===== config.mk =====
export PLATFORM = sky130hd
export DESIGN_NAME = modbus_request_frame_builder
export DESIGN_NICKNAME = d
export VERILOG_FILES = /design/src/mbrfb_pkg.sv /design/src/modbus_request_frame_builder.sv /design/src/mbrfb_crc.sv
export SDC_FILE = /design/constraint.sdc
export NUM_CORES = 1
export LEC_CHECK = 0
export BUFFER_PORTS_ARGS = -buffer_cell sky130_fd_sc_hd__buf_4
export CAP_MARGIN = 5
export CORE_ASPECT_RATIO = 0.6
export CORE_MARGIN = 1.5
export CORE_UTILIZATION = 30
export DETAILED_ROUTE_END_ITERATION = 10
export GPL_TIMING_DRIVEN = 0
export PLACE_DENSITY = 0.58
export SYNTH_ARGS = -nofsm -noshare
export SYNTH_HDL_FRONTEND = slang
export SYNTH_SLANG_ARGS = --single-unit

===== constraint.sdc =====
create_clock -name clk -period 7 [get_ports clk]
set_clock_uncertainty 0.2 [all_clocks]
set_input_delay 0.7 -clock clk [delete_from_list [all_inputs] [get_ports clk]]
set_output_delay 0.7 -clock clk [all_outputs]
set_load 0.02 [all_outputs]

===== src/mbrfb_pkg.sv =====
// modbus rtu request frame builder: shared constants, types and functions
// crc-16 byte step, crc byte-order transform and data word selection
// no dependencies
package mbrfb_pkg;

  localparam int FRAME_BYTES   = 8;
  localparam int PAYLOAD_BYTES = 6;
  localparam int IDX_W         = $clog2(FRAME_BYTES);

  localparam logic [15:0] CRC_INIT = 16'hFFFF;
  localparam logic [15:0] CRC_POLY = 16'hA001;

  // request type codes (function code minus one)
  localparam logic [2:0] REQ_RD_COILS    = 3'd0;
  localparam logic [2:0] REQ_RD_DISCRETE = 3'd1;
  localparam logic [2:0] REQ_RD_HOLDING  = 3'd2;
  localparam logic [2:0] REQ_RD_INPUT    = 3'd3;
  localparam logic [2:0] REQ_WR_COIL     = 3'd4;
  localparam logic [2:0] REQ_WR_REG      = 3'd5;

  // crc byte-order codes
  localparam logic [1:0] ORD_NONE   = 2'd0;
  localparam logic [1:0] ORD_SWAP   = 2'd1;
  localparam logic [1:0] ORD_SHUF_A = 2'd2;
  localparam logic [1:0] ORD_SHUF_B = 2'd3;

  // byte positions within the frame
  localparam logic [IDX_W-1:0] POS_SLAVE   = IDX_W'(0);
  localparam logic [IDX_W-1:0] POS_FUNC    = IDX_W'(1);
  localparam logic [IDX_W-1:0] POS_ADDR_HI = IDX_W'(2);
  localparam logic [IDX_W-1:0] POS_ADDR_LO = IDX_W'(3);
  localparam logic [IDX_W-1:0] POS_WORD_HI = IDX_W'(4);
  localparam logic [IDX_W-1:0] POS_WORD_LO = IDX_W'(5);
  localparam logic [IDX_W-1:0] POS_CRC_HI  = IDX_W'(PAYLOAD_BYTES);
  localparam logic [IDX_W-1:0] POS_LAST    = IDX_W'(FRAME_BYTES - 1);

  typedef struct packed {
    logic init;
    logic update;
  } crc_ctl_t;

  function automatic logic [15:0] crc16_byte(input logic [15:0] crc, input logic [7:0] b);
    logic [15:0] c;
    c = crc ^ {8'h00, b};
    for (int i = 0; i < 8; i++) begin
      c = c[0] ? ((c >> 1) ^ CRC_POLY) : (c >> 1);
    end
    return c;
  endfunction

  function automatic logic [15:0] crc_transform(input logic [15:0] crc, input logic [1:0] mode);
    logic [15:0] r;
    case (mode)
      ORD_NONE:   r = crc;
      ORD_SWAP:   r = {crc[7:0], crc[15:8]};
      ORD_SHUF_A: r = {crc[11:8], crc[15:12], 4'h0, crc[7:4]};
      default:    r = {4'h0, crc[7:4], crc[11:8], crc[15:12]};
    endcase
    return r;
  endfunction

  function automatic logic [15:0] data_word(input logic [2:0] req_type,
                                            input logic [15:0] value,
                                            input logic coil_on);
    logic [15:0] w;
    case (req_type)
      REQ_RD_HOLDING: w = {8'h00, value[7:0]};
      REQ_RD_INPUT:   w = {8'h00, value[7:0]};
      REQ_WR_COIL:    w = coil_on ? 16'hFF00 : 16'h0000;
      default:        w = value;
    endcase
    return w;
  endfunction

endpackage


===== src/modbus_request_frame_builder.sv =====
// modbus rtu request frame builder top level: request register, byte serializer,
// output register and crc order register; depends on mbrfb_pkg and mbrfb_crc
//
//   channel | handshake            | payload
//   in      | in_valid / in_stall  | req_type, unit_id, address, value, coil_on
//   out     | out_valid / out_stall| frame_byte, last_byte
//   cfg     | cfg_valid / cfg_ready| crc_order
//
// each request gives eight beats, one per cycle without stall.
// the crc advances one byte per emitted payload byte.
// the next request is taken in the cycle the last byte enters the output register.
// request types 6 and 7 are taken and give no beat.
// reset is synchronous; crc_order resets to byte swap. out_stall holds the output beat.
module modbus_request_frame_builder (
  input  logic        clk,
  input  logic        rst_n,
  input  logic        in_valid,
  output logic        in_stall,
  input  logic [2:0]  in_req_type,
  input  logic [7:0]  in_unit_id,
  input  logic [15:0] in_address,
  input  logic [15:0] in_value,
  input  logic        in_coil_on,
  output logic        out_valid,
  input  logic        out_stall,
  output logic [7:0]  out_frame_byte,
  output logic        out_last_byte,
  input  logic        cfg_valid,
  output logic        cfg_ready,
  input  logic [1:0]  cfg_crc_order
);

  localparam int IDX_W = mbrfb_pkg::IDX_W;

  logic             busy_r, busy_nxt;
  logic [IDX_W-1:0] idx_r, idx_nxt;
  logic [1:0]       crc_order_r;
  logic             out_valid_r;
  logic [7:0]       out_frame_byte_r;
  logic             out_last_byte_r;
  logic [7:0]       slave_r;
  logic [7:0]       func_r;
  logic [15:0]      addr_r;
  logic [15:0]      word_r;

  logic                out_free, load, load_last, in_acc, req_ok;
  logic [7:0]          byte_sel;
  logic [15:0]         crc_q, crc_tx;
  mbrfb_pkg::crc_ctl_t crc_ctl;

  assign out_free  = !out_valid_r || !out_stall;
  assign load      = busy_r && out_free;
  assign load_last = load && (idx_r == mbrfb_pkg::POS_LAST);
  assign in_stall  = busy_r && !load_last;
  assign in_acc    = in_valid && !in_stall;
  assign req_ok    = in_req_type <= mbrfb_pkg::REQ_WR_REG;
  assign cfg_ready = 1'b1;

  // init in the upper bit, update in the lower bit
  assign crc_ctl = {in_acc && req_ok, load && (idx_r < mbrfb_pkg::POS_CRC_HI)};

  mbrfb_crc u_crc (
    .clk       (clk),
    .ctl       (crc_ctl),
    .data_byte (byte_sel),
    .crc       (crc_q)
  );

  assign crc_tx = mbrfb_pkg::crc_transform(crc_q, crc_order_r);

  always_comb begin
    case (idx_r)
      mbrfb_pkg::POS_SLAVE:   byte_sel = slave_r;
      mbrfb_pkg::POS_FUNC:    byte_sel = func_r;
      mbrfb_pkg::POS_ADDR_HI: byte_sel = addr_r[15:8];
      mbrfb_pkg::POS_ADDR_LO: byte_sel = addr_r[7:0];
      mbrfb_pkg::POS_WORD_HI: byte_sel = word_r[15:8];
      mbrfb_pkg::POS_WORD_LO: byte_sel = word_r[7:0];
      mbrfb_pkg::POS_CRC_HI:  byte_sel = crc_tx[15:8];
      default:                byte_sel = crc_tx[7:0];
    endcase
  end

  always_comb begin
    busy_nxt = busy_r;
    idx_nxt  = idx_r;
    if (load) begin
      idx_nxt = idx_r + IDX_W'(1);
    end
    if (load_last) begin
      busy_nxt = 1'b0;
    end
    if (in_acc && req_ok) begin
      busy_nxt = 1'b1;
      idx_nxt  = mbrfb_pkg::POS_SLAVE;
    end
  end

  always_ff @(posedge clk) begin
    if (!rst_n) begin
      busy_r      <= 1'b0;
      idx_r       <= mbrfb_pkg::POS_SLAVE;
      out_valid_r <= 1'b0;
      crc_order_r <= mbrfb_pkg::ORD_SWAP;
    end else begin
      busy_r <= busy_nxt;
      idx_r  <= idx_nxt;
      if (cfg_valid && cfg_ready) begin
        crc_order_r <= cfg_crc_order;
      end
      if (load) begin
        out_valid_r <= 1'b1;
      end else if (!out_stall) begin
        out_valid_r <= 1'b0;
      end
    end
  end

  // payload, no reset
  always_ff @(posedge clk) begin
    if (in_acc && req_ok) begin
      slave_r <= in_unit_id;
      func_r  <= {5'b00000, in_req_type} + 8'd1;
      addr_r  <= in_address;
      word_r  <= mbrfb_pkg::data_word(in_req_type, in_value, in_coil_on);
    end
    if (load) begin
      out_frame_byte_r <= byte_sel;
      out_last_byte_r  <= (idx_r == mbrfb_pkg::POS_LAST);
    end
  end

  assign out_valid      = out_valid_r;
  assign out_frame_byte = out_frame_byte_r;
  assign out_last_byte  = out_last_byte_r;

  // a new request only enters an idle serializer or one loading its last beat
  a_accept_idle: assert property (@(posedge clk) disable iff (!rst_n)
    in_acc |-> (!busy_r || load_last))
    else $error("request accepted while frame in progress");

  // the crc never advances on its own output bytes
  a_crc_payload_only: assert property (@(posedge clk) disable iff (!rst_n)
    crc_ctl.update |-> !crc_ctl.init && (idx_r < mbrfb_pkg::POS_CRC_HI))
    else $error("crc updated outside payload bytes");

  // loading the final position shows a flagged last beat next cycle
  a_last_flag: assert property (@(posedge clk) disable iff (!rst_n)
    load_last |=> (out_valid && out_last_byte))
    else $error("last beat not flagged");

  // a flagged last beat leaves the serializer free unless a new request came in
  a_done_after_last: assert property (@(posedge clk) disable iff (!rst_n)
    (load_last && !(in_acc && req_ok)) |=> !busy_r)
    else $error("serializer busy after last beat");

endmodule


===== src/mbrfb_crc.sv =====
// running crc-16 register, one frame byte per update
// depends on mbrfb_pkg
module mbrfb_crc (
  input  logic                clk,
  input  mbrfb_pkg::crc_ctl_t ctl,
  input  logic [7:0]          data_byte,
  output logic [15:0]         crc
);

  logic [15:0] crc_r;
  logic [15:0] crc_nxt;

  always_comb begin
    crc_nxt = crc_r;
    if (ctl.init) begin
      crc_nxt = mbrfb_pkg::CRC_INIT;
    end else if (ctl.update) begin
      crc_nxt = mbrfb_pkg::crc16_byte(crc_r, data_byte);
    end
  end

  always_ff @(posedge clk) begin
    crc_r <= crc_nxt;
  end

  assign crc = crc_r;

endmodule

After elaboration in Yosys (flattened, before gate mapping) --
Cells that the tools add are included.
Cells by class: mux-type cells 16, $lt $le $gt $ge 2, shift operators 0, $mul 0, equal/unequal tests 13, add/subtract/negate cells 2, divide/modulo/power cells 0, bitwise gates (word level) 10, reductions and logical operators 16
Operators by type and width (number):
- $mux 16 | 9
- $pmux 8 s7 | 1
- $pmux 16 s3 | 1
- $pmux 16 s2 | 1
- $not 2->3 | 8
- $xor 16x8->16 | 1
- $eq 3x3->1 const B | 5
- $eq 3x2->1 const B | 4
- $logic_and 1x1->1 | 6
- $add 3x1->4 const B | 1
- $logic_not 1->1 | 4
- $mux 1 | 4
- $reduce_or 2->1 | 2
- $add 3x1->3 const B | 1
- $eq 3x1->1 const B | 1
- $le 3x3->1 const B | 1
- $logic_not 3->1 | 1
- $lt 3x3->1 const B | 1
- $eq 2x1->1 const B | 1
- $eq 2x2->1 const B | 1
- $logic_not 2->1 | 1
- $ne 2x1->1 const B | 1
- $reduce_bool 2->1 | 1
- $logic_or 1x1->1 | 1
- $not 1->1 | 1
Word-level totals: latch bits 0, logic and storage cells 70, memory bits (writable) 0, memories kept 0, register bits 80, ROM bits 0

Depth between registers and ports, before layout --
word-level depth 20, mapped depth 14, depth with buffers taken out 11

Cells and area by module --
From an unflattened synthesis, not the netlist that was laid out.
Unflattened totals: cell total of the unflattened synthesis 319, area, all modules 3709.8 um2
Modules (own cells, without submodules):
- modbus_request_frame_builder | cells each 238, instances 1, area each 2926.6 um2
- mbrfb_crc | cells each 81, instances 1, area each 783.3 um2

Worst setup path before layout --
Ideal clock, no wire load.
path kind register to register, from reg idx_r[2], to reg u_crc.crc_r[0] (netlist: u_crc.crc[0]), period minus slack after synthesis 3.653 ns, cell stages (with the launch flop) 15, data arrival time 3.386 ns, path buffers 3, required time 6.734 ns, path slack 3.347 ns, cell sequence dfxtp_1 -> buf_4 -> inv_2 -> ha_1 -> buf_6 -> or4_4 -> buf_6 -> nor2_4 -> a31oi_2 -> xnor2_2 -> xor2_1 -> xnor3_2 -> xnor3_1 -> or3_1 -> nand3_1
On the way: cells in the longest elaborated chain, start to end 12
Ends and longest elaborated chain:
- start: declaration | RTL line modbus_request_frame_builder.sv:36 | logic [IDX_W-1:0] idx_r, idx_nxt;
- start signal: assignment | RTL line modbus_request_frame_builder.sv:102 | idx_r <= mbrfb_pkg::POS_SLAVE;
- start signal: assignment | RTL line modbus_request_frame_builder.sv:107 | idx_r <= idx_nxt;
- $eq 3x3->1 (tied with other cells) | RTL line modbus_request_frame_builder.sv:72 | case (idx_r)
- $pmux 8 s7 (*) | RTL line modbus_request_frame_builder.sv:72
- via byte_sel[2] | RTL line modbus_request_frame_builder.sv:47 | logic [7:0] byte_sel;
- $xor 16x8->16 (*) | RTL line mbrfb_pkg.sv:44 | c = crc ^ {8'h00, b};
- $mux 16 (*) | RTL line mbrfb_pkg.sv:46 | c = c[0] ? ((c >> 1) ^ CRC_POLY) : (c >> 1);
- $not 2->3 (no line)
- $mux 16 (*) (7 in a row) | RTL line mbrfb_pkg.sv:46
- end signal: assignment | RTL line mbrfb_crc.sv:23 | crc_r <= crc_nxt;
- end: declaration | RTL line mbrfb_crc.sv:10 | logic [15:0] crc_r;
Mark *: on every way through the listed nets, which the timed path passes. The rest lies on a longest branch. A chain may end at the register's enable or synchronous reset.

Final worst setup path --
Ends and elaborated chain as after synthesis.

==> impl_metrics.tcl <==
set metrics [dict create \
    required_ns 7.08 \
    final_common_cell "buf_4" \
    worstMarginPinSlew_ns 1.08 \
    holdCritPathClass "reg -> reg" \
    grt_setup_unrepaired "no" \
    clock_latency_ns 0.34 \
    rows 32 \
    cts_tree "done" \
    antenna_cells 0 \
    fp.dieW_um 153 \
    wl_mm 10.6 \
    dpl.hpwl_mm 7.86 \
    grt_overflow 0 \
    cts-root-buf "clkbuf_16" \
    r2r-start "idx_r[2]$_SDFFE_PP0P_" \
    via_count 3009 \
    synthesis.nets 407 \
    first_pass_iters 8 \
    hold_buffers 0 \
    drive_above_1_share 0.294 \
    fmax_mhz 242 \
    reg2regPathDepth 14 \
    yosysUniqueCellTypes 63 \
    route.detailed.drc 3 \
    maxSlewViolCount 0 \
    hold_viol 0 \
    synth_seq_cells 76 \
    multi_input_area_um2 1790 \
    drt_first_iter_violations 286 \
    ys_seq_area_frac 0.505 \
    htreeDepth 3 \
    crit_top_cell "buf_6" \
    status "finished, violations left" \
    cts_setup_buffers 0 \
    pin_count 63 \
    cp_cell_sequence "buf_4 > inv_2 > ha_1 > buf_6 > or4_4 > buf_6 > nor2_4 > a31oi_2 > xnor2_2 > xor2_1 > xnor3_2 > xnor3_1 > or3_1 > nand3_1" \
    cts_sinks 76 \
    grt_pass1_vias 2960 \
    gp_routability_congestion 0.827 \
    crit_path_start "idx_r[2]$_SDFFE_PP0P_" \
    portBuffers 61 \
    seqCellArea_um2 2050 \
    clock_path_buffers 2 \
    async_flop_share 0 \
    cp_max_fo 10 \
    wl_met1_mm 5.87 \
    die-area_um2 14300 \
    cp.arrival_ns 4.20 \
    maxCapViolations 0 \
    startpoint_type "flip-flop" \
    utilization 0.390 \
    fin_crit_sh 0.589 \
    p_leak_nw 2.01 \
    final_cell_count_no_fill 595 \
    power_density_nw_per_um2 312 \
    ant_nets 0 \
    fp.dieH_um 93.1 \
    layout_min_cycle_time_ns 4.12 \
    worst-setup-path-type "reg -> reg" \
    synthesis.area_um2 4060 \
    wl_met3_um 734 \
    design.core.area_um2 13000 \
    endpoint_kind "flip-flop" \
    rrSetupSlack_ns 2.88 \
    syn_avg_cell_area_um2 11.7 \
    path_clk_slew_ns 0.06 \
    routed-wl-met2_mm 3.92 \
    synthCells 348 \
    fillers 1239 \
    fin_nets 479 \
    vdd_ir_drop_max_mv 0.166 \
    finalSetupViolations 0 \
    timing.setup.tns_ns 0 \
    synth_edf_count 53 \
    grt_max_degree 47 \
    cpMaxStageDelayCell "or4_4" \
    grt_first_pass_wirelength_mm 16.8 \
    dp_cells 579 \
    violations "design-rule violations" \
    ctsResizeCount 0 \
    cp_slowest_stage_delay_ns 0.53 \
    final_cell_mix "buf_4, edfxtp_1, nand2_1" \
    setup.worst_path.end "u_crc.crc[0]$_SDFFE_PP1P_" \
    wl_per_cell_um 17.8 \
    synthFlopType "edfxtp_1" \
    numCtsBuffers 9 \
    antenna_found_initial 0 \
    slew_headroom 0.278 \
    worstReg2RegEnd "u_crc.crc[0]$_SDFFE_PP1P_" \
    vias_per_cell 5.06 \
    top_layer_used "met4" \
    grt_usage 0.158 \
    area_delta_synth_final_pct 24.9 \
    start_util 0.312 \
    ys_warn_count 0 \
]
[metal layers]
metal | vias up | global-route usage
met5 | - | 0
met1 | 1455 | 0.255
met2 | 106 | 0.198
li1 | 1438 | -
met4 | 0 | 0.0417
met3 | 10 | 0.0412
[cell families after synthesis]
group / share of synthesized area
other: 0.000923
AOI/OAI and AO/OA: 0.155
DFF: 0.505
buffers and inverters: 0.0533
muxes: 0.0807
xor gates and xnor gates: 0.0585
adders and majority gates: 0.0246
and+or+nand+nor: 0.122
[power breakdown]
group | switching, mW | internal [mW]
combinational | 0.230 | 0.227
clock | 0.186 | 0.349
sequential | 0.0511 | 0.538
[cell usage after synthesis (all sizes together), types with 2 or more instances]
library cell / count / area (µm²)
clkbuf: 9 / 33.8
nor2b: 3 / 18.8
nand3: 12 / 60.1
inv: 17 / 63.8
and3: 2 / 12.5
dfxtp: 23 / 460
a221oi: 5 / 50.0
buf: 15 / 119
and2: 9 / 56.3
nor2: 12 / 62.6
edfxtp: 53 / 1590
o211ai: 10 / 75.1
nand2: 42 / 163
nand2b: 4 / 25.0
mux4: 4 / 90.1
nor3: 4 / 20.0
a311oi: 3 / 45.0
mux2i: 14 / 148
ha: 8 / 100
xnor3: 2 / 46.3
a221o: 3 / 32.5
xnor2: 11 / 123
xor2: 7 / 68.8
o21ai: 16 / 80.1
a2bb2oi: 2 / 17.5
a21oi: 8 / 40.0
a22oi: 7 / 52.6
a22o: 8 / 70.1
a31oi: 6 / 65.1
mux2: 8 / 90.1
nand3b: 5 / 37.5
o31ai: 3 / 27.5
[cell type report]
type / count / area share
Tap cell: 170 / 0.0419
Timing Repair Buffer: 61 / 0.0902
Multi-Input combinational cell: 231 / 0.354
Clock buffer: 10 / 0.0451
Buffer: 24 / 0.0301
Clock inverter: 6 / 0.0222
Inverter: 17 / 0.0126
Sequential cell: 76 / 0.404
[registers in the layout, summed over array words and instances, names as in the netlist]
register	count
func_r	4
out_frame_byte	8
idx_r	3
word_r	16
u_crc.crc	16
busy_r	1
crc_order_r	2
out_last_byte	1
slave_r	8
addr_r	16
out_valid	1
[per-stage QoR]
stage               hold WS (ns)  worst slack, ns  cell area (µm²)  power, mW
CTS                        0.306             2.86             5070       1.59
finish                     0.307             2.88             5070       1.58
global route               0.320             2.68             5070       1.65
global placement           0.294             2.91             4730       1.04
detailed placement         0.298             2.89             4730       1.05
floorplan                  0.272             3.35             4060      0.927
[worst min path at each step]
stage	from	slack, ns	cells past startpoint	to
floorplan	u_crc.crc[1]$_SDFFE_PP1P_	0.27	2	u_crc.crc[1]$_SDFFE_PP1P_
global placement	u_crc.crc[1]$_SDFFE_PP1P_	0.29	2	u_crc.crc[1]$_SDFFE_PP1P_
detailed placement	u_crc.crc[1]$_SDFFE_PP1P_	0.30	2	u_crc.crc[1]$_SDFFE_PP1P_
CTS	u_crc.crc[1]$_SDFFE_PP1P_	0.31	2	u_crc.crc[1]$_SDFFE_PP1P_
global route	in_unit_id[6]	0.32	1	slave_r[6]$_DFFE_PP_
finish	u_crc.crc[1]$_SDFFE_PP1P_	0.31	2	u_crc.crc[1]$_SDFFE_PP1P_
[critical path: cells and delay by family, from the launching register on]
kind / cells / cell delay [ns]
xor gates and xnor gates: 4 / 1.35
and+or+nand+nor: 4 / 1.04
buffers and inverters: 4 / 0.69
DFF: 1 / 0.48
adders and majority gates: 1 / 0.22
AOI/OAI and AO/OA: 1 / 0.06
Power figures use the tool's default switching activity.
